## src/hw/rtl/gcd_pkg.sv

```systemverilog
// Shared types and constants for the great-circle distance pipeline.
package gcd_pkg;

	localparam int CORDIC_STEPS = 28;
	localparam int SQRT_STEPS = 31;

	localparam logic [29:0] ATAN_PHASE [CORDIC_STEPS] = '{
		30'd536870912, 30'd316933406, 30'd167458907, 30'd85004756, 30'd42667331,
		30'd21354465, 30'd10679838, 30'd5340245, 30'd2670163, 30'd1335087,
		30'd667544, 30'd333772, 30'd166886, 30'd83443, 30'd41722, 30'd20861,
		30'd10430, 30'd5215, 30'd2608, 30'd1304, 30'd652, 30'd326, 30'd163,
		30'd81, 30'd41, 30'd20, 30'd10, 30'd5
	};

	localparam int CORDIC_GAIN = 652032874;
	localparam logic [31:0] HALF_PI_Q31 = 32'd3373259426;
	localparam logic [25:0] DIST_MAX = 26'h3FFFFFF;
	localparam logic [15:0] RADIUS_RESET = 16'd6371;
	localparam int ONE_Q30 = 1 << 30;

	// degrees to phase: split by 45 through a reciprocal, offset keeps it positive
	localparam int PH_MOD = 45;
	localparam int PH_OFFS_K = 745655;
	localparam int PH_OFFS = PH_MOD * PH_OFFS_K;
	localparam int PH_RECIP = 95443718;

	typedef struct packed {
		logic signed [32:0] x;
		logic signed [32:0] y;
		logic signed [32:0] z;
		logic [1:0] quad;
	} rot_t;

	typedef struct packed {
		logic [60:0] v;
		logic [61:0] root;
		logic signed [31:0] c;
	} sq_t;

	typedef struct packed {
		logic signed [33:0] x;
		logic signed [33:0] y;
		logic signed [33:0] z;
	} vec_t;

endpackage

```

## src/hw/rtl/gcd_vec_cell.sv

```systemverilog
// One vectoring-mode CORDIC step, registered.
module gcd_vec_cell #(
	parameter int STEP = 0
) (
	input  logic clk,
	input  gcd_pkg::vec_t d,
	output gcd_pkg::vec_t q
);
	import gcd_pkg::*;

	localparam logic signed [33:0] DZ = 34'(ATAN_PHASE[STEP]);

	vec_t n, q_q;

	always_comb begin
		if (!d.y[33]) begin
			n.x = d.x + (d.y >>> STEP);
			n.y = d.y - (d.x >>> STEP);
			n.z = d.z + DZ;
		end else begin
			n.x = d.x - (d.y >>> STEP);
			n.y = d.y + (d.x >>> STEP);
			n.z = d.z - DZ;
		end
	end

	always_ff @(posedge clk) begin
		q_q <= n;
	end

	assign q = q_q;

endmodule

```

## config.mk

```make
export PLATFORM = sky130hd
export DESIGN_NAME = gcd_vec_cell
export DESIGN_NICKNAME = d
export VERILOG_FILES = /design/src/hw/rtl/gcd_pkg.sv /design/src/hw/rtl/gcd_vec_cell.sv
export SDC_FILE = /design/constraint.sdc
export NUM_CORES = 1
export LEC_CHECK = 0
export BUFFER_PORTS_ARGS = -buffer_cell sky130_fd_sc_hd__buf_2
export CAP_MARGIN = 40
export CORE_UTILIZATION = 50
export CTS_CLUSTER_DIAMETER = 60
export DETAILED_ROUTE_END_ITERATION = 12
export PLACE_DENSITY = 0.86
export SYNTH_ARGS = -nofsm -noshare
export SYNTH_HDL_FRONTEND = slang
export SYNTH_SLANG_ARGS = --single-unit
export TNS_END_PERCENT = 10
```

## constraint.sdc

```tcl
create_clock -name clk -period 2.61 [get_ports clk]
set_input_delay 0 -clock clk [delete_from_list [all_inputs] [get_ports clk]]
set_output_delay 0 -clock clk [all_outputs]
set_load 0.03 [all_outputs]
```

* After elaboration in Yosys (flattened, before gate mapping) *
Cells that the tools add are included.

word-level totals
  bits in latches = 0
  output and inout port bits = 102
  input port bits = 103
  register bits = 102
  ROM bits = 0
  memory bits (writable) = 0
  memories = 0

cells by class
  equality and inequality tests = 0
  divide/modulo/power cells = 0
  shift-type cells = 0
  multipliers = 0
  add/sub/neg operators = 5
  bitwise logic cells = 0
  order comparisons = 0
  reductions and logical operators = 0
  multiplexer cells = 1

operators with widths
  kind                                                                    count
  102-bit 2-to-1 mux                                                      1
  34-bit subtractor                                                       2
  34-bit by 31-bit adder with 34-bit output (second input constant)       1
  34-bit adder                                                            1
  34-bit by 31-bit subtractor with 34-bit output (second input constant)  1

* Longest topological paths before layout *
  depth after elaboration = 2
  mapped depth = 13
  depth with buffers taken out = 12

* Least setup slack after synthesis *
OpenSTA, ideal clock, no wires.

  kind = input -> register
  start = input d[34] in the netlist's numbering
  end = register q_q (netlist bit q[52])
  arrival time = 2.224 ns
  library setup time = 0.129 ns
  slack = 0.257 ns
  cell stages on the path = 11
  cell sequence = ha_1 > fa_1 > nand2b_1 > a21oi_1 > nand3b_2 > a311oi_2 > o31a_1 > o21ai_1 > a311oi_1 > mux2i_1 > xnor2_1

RTL lines
  element               line                RTL
  start, declared       gcd_vec_cell.sv:6   input gcd_pkg::vec_t d,
  end signal, assigned  gcd_vec_cell.sv:28  q_q <= n;
  end, declared         gcd_vec_cell.sv:13  vec_t n, q_q;

==> run summary <==
status - complete, no violations
CTS root buf - clkbuf_16
Synth top area share - 0.259
WL/cell - 17.3 um
Placed Area - 9640 um2
Syn Area/Cell - 7.99 um2
antenna violations before repair - 0
Die X - 127 um
Final Hold Vio Count - 0
Power, Total - 6060 uW
overall global routing resource usage - 0.319
critical path class - in2reg
Crit path top cell by count - a21oi_1
top_reg_cell synth - dfxtp_1
Yosys top cell by area - dfxtp_1
final instance area - 10300 um2
DP HPWL - 19600 um
post-layout util - 0.677
CTS Buf Count - 9
nets - 1492
die height - 127 um
highest achievable clock rate - 403 MHz
post-synthesis sequential area ratio - 0.259
first-pass GRT wire length - 40700 um
grt ovf - 0
final number of setup-violating endpoints - 0
FFs w/ async S/R, synth - 0
Via density - 5.68
I/O pin total - 205
# rows - 45
Largest stage delay, worst path - 0.43 ns
Leak - 0.00513 uW
Routed WL - 25600 um
fill cell count - 1261
relative slew slack - 0.610
Largest register FFs - 101
die footprint - 16100 um2
Tcrit/Tclk final - 0.951
drt pass-1 iters - 6
Mapped Nets - 1187
CTS HTree Levels - 3
max-slew violation count - 0
vias in the first global route - 8161
CP endpoint kind - register
PD cells - 589 nW/um2
Mapped Cells - 977
synth warn - 0
Synth Register Bits - 101
Critical Path, Cell by Cell - buf_2 > ha_1 > fa_1 > nand2b_1 > a21oi_1 > nand3b_2 > a311oi_2 > buf_4 > o31ai_1 > a221oi_2 > o21ai_1 > a21oi_1 > xor2_1
CTS tree - done
worst path arrival time - 2.75 ns
Reg clk slew, reported paths - 0.07 ns
number of max-cap violations - 0
CTS sink count - 101
largest net degree at the start of global routing - 31
CP Launch Type - primary input
FF+latch area - 2020 um2
ant diodes - 0
Worst VDD drop - 0.342 mV
min-delay worst type - in2reg
CTS max path bufs - 2
Yosys cell types - 74
Layout area overhead - 31.8%
worst hold slack - 0.0456 ns
total number of vias - 8377
Worst EP required - 2.88 ns
Post-synth EDFFs - 0
RSZ-0062 raised after global routing - no
top-count cell post-synth - a21oi_1
Remaining DRCs - 0
# port buffers - 204
Worst Path Max Fanout - 4
Worst Path Buf+Inv - 2
top cells by area, synth - dfxtp_1, ha_1, a21oi_1
DRT antenna net count - 0
most frequent cells after synthesis - a21oi_1, ha_1, inv_1
share of cells above drive strength 1 - 0.263
Core ar. - 15200 um2
GPL Wtd Cong - 1.00
worst slew pin tran - 0.577 ns
CP max-delay cell - a221oi_2
family with the most delay on the worst path - compound AO/OA/AOI/OAI gates
Post-Syn Area - 7810 um2
Starting Density - 0.514
multi-input gate area in the final layout - 5220 um2
minimum clock period - 2.48 ns
Detailed Route Iter0 Violations - 727
[path summary, 6_finish.rpt]
kind / to / slack, ns / from / cells past startpoint
min: q[32] / 0.05 / d[32] / 3
max: q[64] / 0.13 / d[34] / 13
[layer usage]
metal / up-vias / part of all wire / GRT usage
met5: - / 0 / 0
met4: 0 / 0.043 / 0.160
met3: 79 / 0.074 / 0.0544
met2: 425 / 0.47 / 0.543
met1: 3890 / 0.41 / 0.389
li1: 3983 / - / -
[metrics by stage]
stage,std cells,setup WS [ns],TNS (ns)
6_report,1474,0.128,0
5_1_grt,1474,0.0162,0
4_1_cts,1474,0.0626,0
3_5_place_dp,1426,-0.293,-1.26
3_3_place_gp,1426,-0.282,-1.10
2_1_floorplan,977,0.257,0
[tightest hold or removal path, cell delays in order]
cell     delay [ns]
buf_2          0.09
ha_1           0.18
xnor2_1        0.08
[kinds of logic after synthesis]
group	share of synthesized area
buffers and inverters	0.0748
AND/OR/NAND/NOR	0.135
XOR/XNOR	0.0763
flip-flops	0.259
multiplexers	0.0231
adder cells (fa/ha/maj)	0.175
AO/OA/AOI/OAI	0.257
[layout make-up]
cell class                 instances  share of cell area
timing repair buffer             337               0.204
inverter                         108              0.0394
sequential                       101               0.196
tap                              188              0.0228
clock buffer                      10              0.0222
clock inverter                     5             0.00839
multi-input combinational        725               0.507
[cell usage in the layout, fill, tap and decap left out, drive strengths merged, types with 5 or more instances in the layout]
cell type	count
ha	103
o21a	13
or3	9
dfxtp	101
a221oi	6
xnor2	59
xor2	9
nor2b	12
dlygate4sd3	33
o21bai	17
a21o	22
or2	6
nand2b	9
clkbuf	10
a311oi	7
mux2i	18
o31ai	11
o21ai	65
buf	304
a211oi	10
nor2	85
nand2	44
inv	107
nand3	13
nand3b	5
a31oi	6
nand4	8
nor3	16
a21oi	107
[power by group]
group	leakage, uW	switching (uW)	total (uW)	internal (uW)
Combinational	0.00412	1700	2690	985
Sequential	0.000852	88.3	1920	1830
Clock	0.000153	614	1450	841
Total	0.00513	2410	6060	3650
[repair_timing]
| action | CTS | global route |
|---|---|---|
| buffers inserted | 0 | 0 |
| endpoints found under the hold margin | 34 | 0 |
| hold buffers | 33 | 0 |
| setup endpoints to repair | 0 | 3 |
| resized for setup | 0 | 3 |
Note: power is estimated with default switching activity, not from simulation.
