[config.mk]
export PLATFORM = sky130hd
export DESIGN_NAME = gcd_rot_cell
export DESIGN_NICKNAME = d
export VERILOG_FILES = /design/src/hw/rtl/gcd_pkg.sv /design/src/hw/rtl/gcd_rot_cell.sv
export SDC_FILE = /design/constraint.sdc
export NUM_CORES = 1
export LEC_CHECK = 0
export BUFFER_PORTS_ARGS = -buffer_cell sky130_fd_sc_hd__buf_2
export CAP_MARGIN = 20
export CORE_MARGIN = 10
export CORE_UTILIZATION = 57
export DETAILED_ROUTE_END_ITERATION = 16
export PLACE_DENSITY_LB_ADDON = 0.08
export SYNTH_ARGS = -nofsm -noshare
export SYNTH_HDL_FRONTEND = slang
export SYNTH_SLANG_ARGS = --single-unit
export TNS_END_PERCENT = 20
[constraint.sdc]
create_clock -name clk -period 8.8 [get_ports clk]
set_clock_uncertainty 0.1 [all_clocks]
set_input_delay 1.76 -clock clk [delete_from_list [all_inputs] [get_ports clk]]
set_output_delay 1.76 -clock clk [all_outputs]
set_load 0.005 [all_outputs]
[src/hw/rtl/gcd_pkg.sv]
// Shared types and constants for the great-circle distance pipeline.
package gcd_pkg;

	localparam int CORDIC_STEPS = 28;
	localparam int SQRT_STEPS = 31;

	localparam logic [29:0] ATAN_PHASE [CORDIC_STEPS] = '{
		30'd536870912, 30'd316933406, 30'd167458907, 30'd85004756, 30'd42667331,
		30'd21354465, 30'd10679838, 30'd5340245, 30'd2670163, 30'd1335087,
		30'd667544, 30'd333772, 30'd166886, 30'd83443, 30'd41722, 30'd20861,
		30'd10430, 30'd5215, 30'd2608, 30'd1304, 30'd652, 30'd326, 30'd163,
		30'd81, 30'd41, 30'd20, 30'd10, 30'd5
	};

	localparam int CORDIC_GAIN = 652032874;
	localparam logic [31:0] HALF_PI_Q31 = 32'd3373259426;
	localparam logic [25:0] DIST_MAX = 26'h3FFFFFF;
	localparam logic [15:0] RADIUS_RESET = 16'd6371;
	localparam int ONE_Q30 = 1 << 30;

	// degrees to phase: split by 45 through a reciprocal, offset keeps it positive
	localparam int PH_MOD = 45;
	localparam int PH_OFFS_K = 745655;
	localparam int PH_OFFS = PH_MOD * PH_OFFS_K;
	localparam int PH_RECIP = 95443718;

	typedef struct packed {
		logic signed [32:0] x;
		logic signed [32:0] y;
		logic signed [32:0] z;
		logic [1:0] quad;
	} rot_t;

	typedef struct packed {
		logic [60:0] v;
		logic [61:0] root;
		logic signed [31:0] c;
	} sq_t;

	typedef struct packed {
		logic signed [33:0] x;
		logic signed [33:0] y;
		logic signed [33:0] z;
	} vec_t;

endpackage

[src/hw/rtl/gcd_rot_cell.sv]
// One rotation-mode CORDIC step, registered.
module gcd_rot_cell #(
	parameter int STEP = 0
) (
	input  logic clk,
	input  gcd_pkg::rot_t d,
	output gcd_pkg::rot_t q
);
	import gcd_pkg::*;

	localparam logic signed [32:0] DZ = 33'(ATAN_PHASE[STEP]);

	rot_t n, q_q;

	always_comb begin
		n = d;
		if (!d.z[32]) begin
			n.x = d.x - (d.y >>> STEP);
			n.y = d.y + (d.x >>> STEP);
			n.z = d.z - DZ;
		end else begin
			n.x = d.x + (d.y >>> STEP);
			n.y = d.y - (d.x >>> STEP);
			n.z = d.z + DZ;
		end
	end

	always_ff @(posedge clk) begin
		q_q <= n;
	end

	assign q = q_q;

endmodule

* After elaboration in Yosys (flattened, before gate mapping)
Index checks and enable logic that the tools add are counted.
Storage, ports and cells: register bits 101, input bits 102, output and inout bits 101, logic and storage cells 10
Cells by class: add/subtract/negate cells 5, mux-type cells 1
Operators with widths (number):
- 99-bit two-way mux | 1
- 33-bit subtractor | 2
- 33-bit by 31-bit adder with 33-bit output (second input constant) | 1
- 33-bit adder | 1
- 33-bit by 31-bit subtractor with 33-bit output (second input constant) | 1

* Logic depth before layout (Yosys ltp)
depth in word-level cells 2, mapped depth 13, gate-level depth less buffers 13

* Worst setup path before layout
OpenSTA, ideal clock, no wires.
path kind input -> register, start input d[39] (netlist name), end register q_q, in the netlist q[66], library setup time 130 ps, data arrival time 3976 ps, data required time 8570 ps, path slack 4594 ps, stages on the path 13, path buffers 1, path through inv_1 ha_1 buf_6 and2_4 a221oi_4 a21oi_2 o21ai_2 a31oi_1 a221oi_2 o21ai_1 a2111oi_2 a211oi_1 xor2_1
RTL lines:
- start, declared | line gcd_rot_cell.sv:6 | input gcd_pkg::rot_t d,
- end signal, assigned | line gcd_rot_cell.sv:29 | q_q <= n;
- end, declared | line gcd_rot_cell.sv:13 | rot_t n, q_q;

==> out/results.tsv <==
stage	metric	value	unit
detailed_routing	drt-total-wl	24040	µm
clock_network	cts_tree	built	
worst_setup_path	worstPathArrival	4.83	ns
synthesis	synthFlopType	dfxtp_1	
status	status	complete, no violations	
worst_setup_path	slowest_delay	0.64	ns
global_routing	globalRouteTotalUtil	0.2507	
timing	slew_violations	0	
worst_setup_path	crit_chain	buf_2, inv_1, ha_1, nor2_1, a21oi_1, o41ai_1, a311oi_1, a21oi_1, or2_1, a311oi_2, o21ai_1, mux2i_1, xnor2_1	
layout	finalNonFillerCells	1314	
synthesis	post_synth.cell_area_avg	8.017	µm²
placed_design	hpwl	19460	µm
pwr	leakage	4.389	nW
die	rows	42	
synthesis	synth_commonest_cells	109 x a21oi_1, 100 x dfxtp_1, 99 x inv_1	
die	dieArea	18600	µm²
pwr	pwr-share-seq	0.366	
global_routing	grt_pass1_wl	37550	µm
worst_setup_path	worst_path_max_delay_cell	ha_1	
pwr	p_clk_frac	0.271	
placed_design	gp_congestion	0.9881	
pwr	switching_share	0.3513	
detailed_routing	num_vias	7598	
layout	drive_above_1_share	0.2206	
die	coreArea	13240	µm²
synthesis	yosys_warnings	0	
timing	min_period	4.636	ns
placed_design	pre_cts_ws	3.838	ns
timing	holdWs	1.405	ns
placed_design	numPlacedInstances	1298	
synthesis	yosys-top-cells-area	dfxtp_1 26%, ha_1 16%, a21oi_1 7.1%	
synthesis	yosys.area.top_type_share	0.2593	
pwr	power_density	167.2	nW/µm²
pwr	ir_worst_vdd	0.09238	mV
detailed_routing	wl_per_cell	18.30	µm
synthesis	synth-edff-count	0	
worst_setup_path	cp_num_buf_inv	2	
timing	rsz0062_at_grt	false	
timing	hold_viol	0	
worst_setup_path	critPathRequiredTime	8.99	ns
timing	relSlewSlack	0.3481	
timing	max_freq	215.7	MHz
global_routing	grt_pass1_vias	7253	
pwr	combPwrFrac	0.363	
global_routing	grt_max_degree	91	
clock_network	cts_sinks	100	
synthesis	async_flop_share	0	
synthesis	yosysMostFrequentCell	a21oi_1	
synthesis	ys_ff_latch	100	
job	max_cap_violations	0	
clock_network	htree_levels	3	
timing	setup_viol	0	
worst_setup_path	cp_top_family	compound AO/OA/AOI/OAI gates	
placed_design	portBuffers	202	
layout	nNetsFinal	1337	
clock_network	cts_resized	0	
timing	fin_crit_sh	0.5268	
worst_setup_path	cp_common_cell	a21oi_1	
layout	diodes	0	
clock_network	cts_hold_buf	0	
worst_setup_path	critPathCaptureType	flop	
pwr	p_int	0.9826	mW
layout	largest_reg_flops	100	
clock_network	clk_path_buf_depth	2	
timing	setup_tns	0	ns
worst_setup_path	crit_path_start_kind	input pin	
synthesis	syn-num-nets	1167	
die	die_width	136.4	µm
die	io_pins	203	
clock_network	clk_pin_slew	0.07	ns
pwr	p_switching	0.5320	mW
worst_hold_path	hold_path.class	in -> reg	
layout	area_growth	17.33	%
detailed_routing	via_per_inst	5.782	
global_routing	globalRoute.totalOverflow	0	
detailed_routing	drt_iter0_drc	737	
synthesis	synth_seq_area_share	0.2593	
die	die_y	136.4	µm
layout	fillers	1165	
global_routing	antenna_found_initial	0	
synthesis	ys_types	78	
detailed_routing	drcViolationCount	0	
synthesis	yosys.area.top_type	dfxtp_1	
worst_setup_path	critPathKind	in -> reg	
detailed_routing	firstDrtPassIters	7	
clock_network	cts_buffers	9	
clock_network	cts_setup_buffers	0	
die	initial_core_util	0.5830	
detailed_routing	ant_nets	0	
synthesis	synth_area	7720	µm²
clock_network	cts-root-buf	clkbuf_16	
worst_setup_path	cp_max_fo	17	
synthesis	syn_inst	963	
timing	tightestPinTransition	0.9778	ns
timing	setup_ws	4.164	ns
-- placed cells by master, fill, tap and decap left out, types with 5 or more instances in the layout --
cell,instances
clkbuf_16,9
and3_1,7
and2_1,5
a31oi_1,7
o21ai_0,51
mux2i_1,12
o31ai_1,11
inv_1,99
nand2_1,44
xor2_1,6
xnor2_1,58
nor2b_1,12
a21o_1,19
o211ai_1,8
o21a_1,7
a21oi_1,109
buf_2,202
nand3_1,13
nand4_1,10
o21ai_1,11
nor2_1,92
o21bai_1,15
nand2b_1,8
dfxtp_1,100
a221oi_2,5
nor3_1,17
ha_1,98
-- final cells by class --
type | instances | area (µm²) | share of cell area
Sequential cell | 100 | 2002 | 0.2210
Timing Repair Buffer | 204 | 1026 | 0.1133
Multi-Input combinational cell | 712 | 5111 | 0.5643
Clock buffer | 9 | 225.2 | 0.02487
Inverter | 106 | 397.9 | 0.04393
Clock inverter | 7 | 75.07 | 0.008288
Tap cell | 176 | 220.2 | 0.02431
-- cells by family (layout without fill, tap and decap cells) --
| group | after synthesis | after routing | synth area share |
|---|---|---|---|
| muxes | 12 | 12 | 0.01556 |
| DFF | 100 | 100 | 0.2593 |
| buffers and inverters | 151 | 326 | 0.07861 |
| xor gates and xnor gates | 64 | 64 | 0.07261 |
| AOI/OAI and AO/OA | 300 | 300 | 0.2585 |
| and+or+nand+nor | 234 | 234 | 0.1462 |
| adders and majority gates | 102 | 102 | 0.1692 |
-- stage by stage --
step / instance area [µm²] / power, mW / util
after floorplan: 7720 / 0.8985 / -
after global placement: 8757 / 1.103 / 0.6613
after detailed placement: 8757 / 1.107 / 0.6613
after CTS: 9057 / 1.519 / 0.6840
after global routing: 9057 / 1.599 / 0.6840
final: 9057 / 1.515 / 0.6840
-- metal layers --
metal	track usage	part of all wire
met5	0	0
met3	0.06015	0.10
met1	0.3229	0.43
met2	0.3969	0.44
met4	0.09467	0.026
-- power groups by stage --
stage	clock network [mW]	logic, mW	registers, mW
2_1_floorplan	0	0.322	0.577
3_3_place_gp	0	0.541	0.561
3_5_place_dp	0	0.543	0.564
4_1_cts	0.418	0.546	0.555
5_1_grt	0.432	0.606	0.561
6_report	0.411	0.550	0.554
-- path summary, 6_finish.rpt --
check	start	end	slack, ns	cells past startpoint
hold / removal	d[21]	q[21]	1.41	1
setup / recovery	d[49]	q[60]	4.16	13
(Power assumes the default switching activity.)
