`src/hw/rtl/gcd_pkg.sv`:
```
// Shared types and constants for the great-circle distance pipeline.
package gcd_pkg;

	localparam int CORDIC_STEPS = 28;
	localparam int SQRT_STEPS = 31;

	localparam logic [29:0] ATAN_PHASE [CORDIC_STEPS] = '{
		30'd536870912, 30'd316933406, 30'd167458907, 30'd85004756, 30'd42667331,
		30'd21354465, 30'd10679838, 30'd5340245, 30'd2670163, 30'd1335087,
		30'd667544, 30'd333772, 30'd166886, 30'd83443, 30'd41722, 30'd20861,
		30'd10430, 30'd5215, 30'd2608, 30'd1304, 30'd652, 30'd326, 30'd163,
		30'd81, 30'd41, 30'd20, 30'd10, 30'd5
	};

	localparam int CORDIC_GAIN = 652032874;
	localparam logic [31:0] HALF_PI_Q31 = 32'd3373259426;
	localparam logic [25:0] DIST_MAX = 26'h3FFFFFF;
	localparam logic [15:0] RADIUS_RESET = 16'd6371;
	localparam int ONE_Q30 = 1 << 30;

	// degrees to phase: split by 45 through a reciprocal, offset keeps it positive
	localparam int PH_MOD = 45;
	localparam int PH_OFFS_K = 745655;
	localparam int PH_OFFS = PH_MOD * PH_OFFS_K;
	localparam int PH_RECIP = 95443718;

	typedef struct packed {
		logic signed [32:0] x;
		logic signed [32:0] y;
		logic signed [32:0] z;
		logic [1:0] quad;
	} rot_t;

	typedef struct packed {
		logic [60:0] v;
		logic [61:0] root;
		logic signed [31:0] c;
	} sq_t;

	typedef struct packed {
		logic signed [33:0] x;
		logic signed [33:0] y;
		logic signed [33:0] z;
	} vec_t;

endpackage

```
`src/hw/rtl/gcd_sqrt_cell.sv`:
```
// One result bit of the integer square root, registered.
module gcd_sqrt_cell #(
	parameter int STEP = 0
) (
	input  logic clk,
	input  gcd_pkg::sq_t d,
	output gcd_pkg::sq_t q
);
	import gcd_pkg::*;

	localparam logic [61:0] BIT = 62'(1) << (60 - 2 * STEP);

	sq_t n, q_q;
	logic [61:0] trial;

	assign trial = d.root + BIT;

	always_comb begin
		n = d;
		if (62'(d.v) >= trial) begin
			n.v = d.v - trial[60:0];
			n.root = (d.root >> 1) + BIT;
		end else begin
			n.root = d.root >> 1;
		end
	end

	always_ff @(posedge clk) begin
		q_q <= n;
	end

	assign q = q_q;

endmodule

```
`config.mk`:
```
export PLATFORM = sky130hd
export DESIGN_NAME = gcd_sqrt_cell
export DESIGN_NICKNAME = d
export VERILOG_FILES = /design/src/hw/rtl/gcd_pkg.sv /design/src/hw/rtl/gcd_sqrt_cell.sv
export SDC_FILE = /design/constraint.sdc
export NUM_CORES = 1
export LEC_CHECK = 0
export ABC_CLOCK_PERIOD_IN_PS = 4000
export BUFFER_PORTS_ARGS = -buffer_cell sky130_fd_sc_hd__buf_2
export CAP_MARGIN = 20
export CELL_PAD_IN_SITES_DETAIL_PLACEMENT = 1
export CELL_PAD_IN_SITES_GLOBAL_PLACEMENT = 1
export CORE_MARGIN = 2
export CORE_UTILIZATION = 35
export DETAILED_ROUTE_END_ITERATION = 12
export GPL_TIMING_DRIVEN = 1
export HOLD_SLACK_MARGIN = 0.12
export PLACE_DENSITY_LB_ADDON = 0.1
export SLEW_MARGIN = 20
export SYNTH_ARGS = -nofsm -noshare
export SYNTH_HDL_FRONTEND = slang
export SYNTH_SLANG_ARGS = --single-unit
```
`constraint.sdc`:
```
create_clock -name clk -period 4 [get_ports clk]
set_input_delay 0.4 -clock clk [delete_from_list [all_inputs] [get_ports clk]]
set_output_delay 0.4 -clock clk [all_outputs]
set_load 0.005 [all_outputs]
```
* After elaboration in Yosys (flattened, before gate mapping) *
Cells that the tools add are included.

storage, ports and cells
  register bits after elaboration = 155
  bits in latches = 0
  bits in writable memories = 0
  memory bits (read-only) = 0
  input bits = 156
  logic and storage cells = 10
  memories = 0

cells by class
  add/sub/neg operators = 3
  multiply operators = 0
  div/mod/pow operators = 0
  order comparisons = 1
  eq/ne operators = 0
  shift-type cells = 0
  muxes and demuxes = 2
  bitwise gates (word level) = 0
  reduce and logical (&&, ||, !) cells = 0

operators by type and width
  operator                number
  $mux 61                 2
  $add 61x61->62 const B  1
  $add 62x61->62 const B  1
  $ge 61x62->1            1
  $sub 61x61->61          1

* Depth between registers and ports, before layout *
  depth after elaboration = 3
  mapped depth = 15
  depth with buffers taken out = 13

* Worst setup path before layout *
No wires, ideal clock.

  path type = input to register
  start = in d[55] (netlist name)
  end = reg q_q (netlist bit q[141])
  setup time = 0.121 ns
  arrival time = 3.064 ns
  required time = 3.879 ns
  setup slack = 0.816 ns
  stages on the path = 13
  path buffers = 3
  cell sequence = inv_1 -> ha_1 -> clkbuf_1 -> nand4_1 -> or4_1 -> or3_4 -> nor4_2 -> nor3_1 -> a21oi_2 -> a21o_1 -> buf_6 -> buf_8 -> mux2_2

RTL lines
  what                    line                 source
  start: declaration      gcd_sqrt_cell.sv:6   input gcd_pkg::sq_t d,
  end signal: assignment  gcd_sqrt_cell.sv:29  q_q <= n;
  end: declaration        gcd_sqrt_cell.sv:13  sq_t n, q_q;

==> results by group <==
STA
  • Setup ws final: 0.2205 ns
  • Max-slew violations: 0
  • Worst-Margin Slew: 0.5985 ns
  • Final count of hold timing violations: 0
  • Final setup vio count: 0
  • Peak Freq: 264.6 MHz
  • RSZ-0062 raised after global routing: no
  • Setup tns final: 0 ns
  • Final Critical Period: 3.779 ns
  • Tcrit/Tclk final: 94.49%
  • Worst relative slew slack: 59.73%

Critical path
  • Req. time, crit path: 4.33 ns
  • Setup crit start: d[51]
  • CP Max Fanout: 7
  • CP arrival: 4.11 ns
  • Critical path type: in2reg
  • Startpoint Class: primary input
  • Crit path to: q[151]$_DFF_P_
  • Crit end category: flop

Hold path
  • HP Class: in2reg
  • Min-delay src: d[33]

Floorplan
  • Die width: 152.5 um
  • Die area: 23250 um2
  • Die Ht: 152.5 um
  • I/O pin count: 311
  • Initial Utilization: 35.46%
  • # rows: 54
  • Core area: 21760 um2

Finish
  • Share of cells above drive strength 1: 28.85%
  • Max reg flops: 155
  • Diodes inserted: 0
  • Final Util: 51.18%
  • Area growth syn-to-layout: 44.34%
  • Nets: 1536

Synth
  • Seq/Total Area, Yosys: 40.22%
  • Synth Cell Area: 7715 um2
  • Mapped Cells: 918
  • Mean Syn Cell Area: 8.404 um2
  • Leading area contributor after synthesis: dfxtp_1
  • Post-Syn Nets: 1136
  • Warnings, synthesis: 0
  • Synth area leaders: dfxtp_1, ha_1, a21oi_1, nor2_1, inv_1
  • Post-synth EDFFs: 0
  • Async SR Flop Fraction: 0%
  • Count leader, synth: dfxtp_1
  • Synth top area share: 40.22%
  • Synth Flop Type: dfxtp_1
  • #FFs+latches synth: 155
  • Commonest cells in the netlist: dfxtp_1, a21oi_1, nor2_1
  • Post-synthesis cell type count: 62

Drt
  • Detailed Routing Iterations Pass 1: 5
  • Initial DRC count: 365
  • Final wirelength: 28040 um
  • Drt wl/cell: 17.41 um
  • DRC Markers: 0
  • Routed Antenna Nets: 0
  • Vias post-DR: 7991
  • Via/cell ratio: 4.960

Clock network
  • CTS clock-pin slew for the worst setup and hold paths: 0.07 ns
  • Largest buffer count on any clock path: 2
  • H-tree Lvls: 4
  • Clk sinks: 155
  • CTS Root Cell: clkbuf_16
  • TritonCTS clock tree: built
  • CTS Buf Count: 17

Pwr
  • P_leak: 5.428 nW
  • Internal power: 3.057 mW
  • Switching power: 1.502 mW
  • Seq pwr share: 37.6%
  • Switch share: 32.94%
  • Pwr dens: 409.4 nW/um2
  • Clock power frac: 36.3%
  • Maximum VDD drop: 256.0 uV
  • Comb pwr share: 26.0%

Global routing
  • All-Layer GR Usage: 23.58%
  • Global route total overflow: 0
  • Antenna violations before repair: 2
  • Largest net degree at the start of global routing: 35
  • First-pass GRT wire length: 44440 um
  • Vias in the first global route: 8337

Status
  • Status: finished clean

Placed design
  • RePlAce Congestion: 0.8639
  • Hpwl dp: 20560 um
  • Post-Place Setup Slack: 0.2674 ns
  • I/O Buffers: 310

Job
  • Maximum capacitance violations: 0
-- final cells by class --
cell class | count | area, um2
fill | 2673 | 10620
multi-input combinational | 651 | 4180
sequential | 155 | 3103
timing repair buffer | 422 | 2633
clock buffer | 17 | 425.4
tap | 280 | 350.3
inverter | 71 | 266.5
clock inverter | 15 | 177.7
-- critical path, cell delays in order --
cell and delay [ns]:
dlygate4sd3_1 0.53, buf_2 0.11, inv_1 0.04, ha_1 0.42, nand2_1 0.17, o21ai_1 0.30
a31oi_1 0.12, nor4_1 0.30, a21oi_1 0.18, o21ai_0 0.39, nand4_1 0.22, a211oi_1 0.30
mux2_2 0.37, a211oi_1 0.28
-- per-stage QoR --
| step | instance area (um2) | power [mW] | hold WS (ns) | instances |
|---|---|---|---|---|
| after global placement | 9594 | 2.828 | 0.5022 | 1486 |
| after CTS | 11110 | 4.578 | 0.1228 | 1609 |
| after detailed placement | 9594 | 2.841 | 0.5039 | 1486 |
| after floorplan | 7715 | 2.400 | 0.4277 | 918 |
| final | 11140 | 4.559 | 0.1424 | 1611 |
| after global routing | 11140 | 4.803 | 0.1284 | 1611 |
-- power by group through the flow --
stage | logic [mW] | registers [mW] | clock network, mW
floorplan | 0.628 | 1.77 | 0
global placement | 1.08 | 1.75 | 0
detailed placement | 1.09 | 1.75 | 0
CTS | 1.17 | 1.72 | 1.69
global route | 1.32 | 1.73 | 1.76
finish | 1.19 | 1.72 | 1.66
-- layer usage --
| metal | vias to the layer above | global-route usage [%] | wire length [um] |
|---|---|---|---|
| met5 | - | 0 | 0 |
| met4 | 0 | 5.688 | 354 |
| met3 | 22 | 5.375 | 1574 |
| met2 | 247 | 40.88 | 13500 |
| met1 | 3730 | 29.83 | 12610 |
| li1 | 3992 | - | - |
-- cells by family (layout without fill, tap and decap cells) --
group	count (synthesis)	after routing	share of synthesized area, %
adder cells (fa/ha/maj)	62	62	10.15
buffers and inverters	114	525	6.049
multiplexers	6	6	0.8757
flip-flops	155	155	40.22
AND/OR/NAND/NOR	258	258	15.50
AO/OA/AOI/OAI	267	269	20.84
XOR/XNOR	56	56	6.357
-- worst min path at each step --
stage	to	slack, ns	cells after the start
floorplan	q[0]$_DFF_P_	0.43	0
global placement	q[24]$_DFF_P_	0.50	1
detailed placement	q[1]$_DFF_P_	0.50	1
CTS	q[32]$_DFF_P_	0.12	1
global route	q[32]$_DFF_P_	0.13	1
finish	q[32]$_DFF_P_	0.14	1
-- cell usage in the layout (no fill, tap or decap), types with 3 or more instances in the layout --
cell type	netlist	final
buf_2	13	310
xor2_1	26	26
buf_4	1	20
a221oi_1	3	3
nand2_1	70	70
a31oi_1	10	10
o211ai_1	7	7
a21o_1	30	29
nor2_1	104	104
a211oi_1	5	5
or3_1	3	3
o31ai_1	5	5
clkbuf_16	0	17
o21a_1	10	10
xnor2_1	30	30
nand4_1	20	20
inv_1	71	71
dlygate4sd3_1	0	91
nand2b_1	12	12
and2_1	3	3
nor2b_1	3	3
nor3_1	7	6
ha_1	61	59
and3_1	4	4
nand3_1	10	10
inv_8	0	5
mux2_2	6	6
o21ai_0	41	40
clkinv_8	0	5
dfxtp_1	155	155
a21oi_1	127	127
nor4_1	6	6
clkinvlp_4	0	3
o21bai_1	7	7
-- repair_timing --
| action | CTS | global route |
|---|---|---|
| hold buffers | 91 | 0 |
| endpoints found under the hold margin | 91 | 0 |
| endpoints found under the setup margin | 0 | 49 |
| setup buffers | 0 | 0 |
| resized for setup | 0 | 4 |
Note: power is estimated with default switching activity, not from simulation.
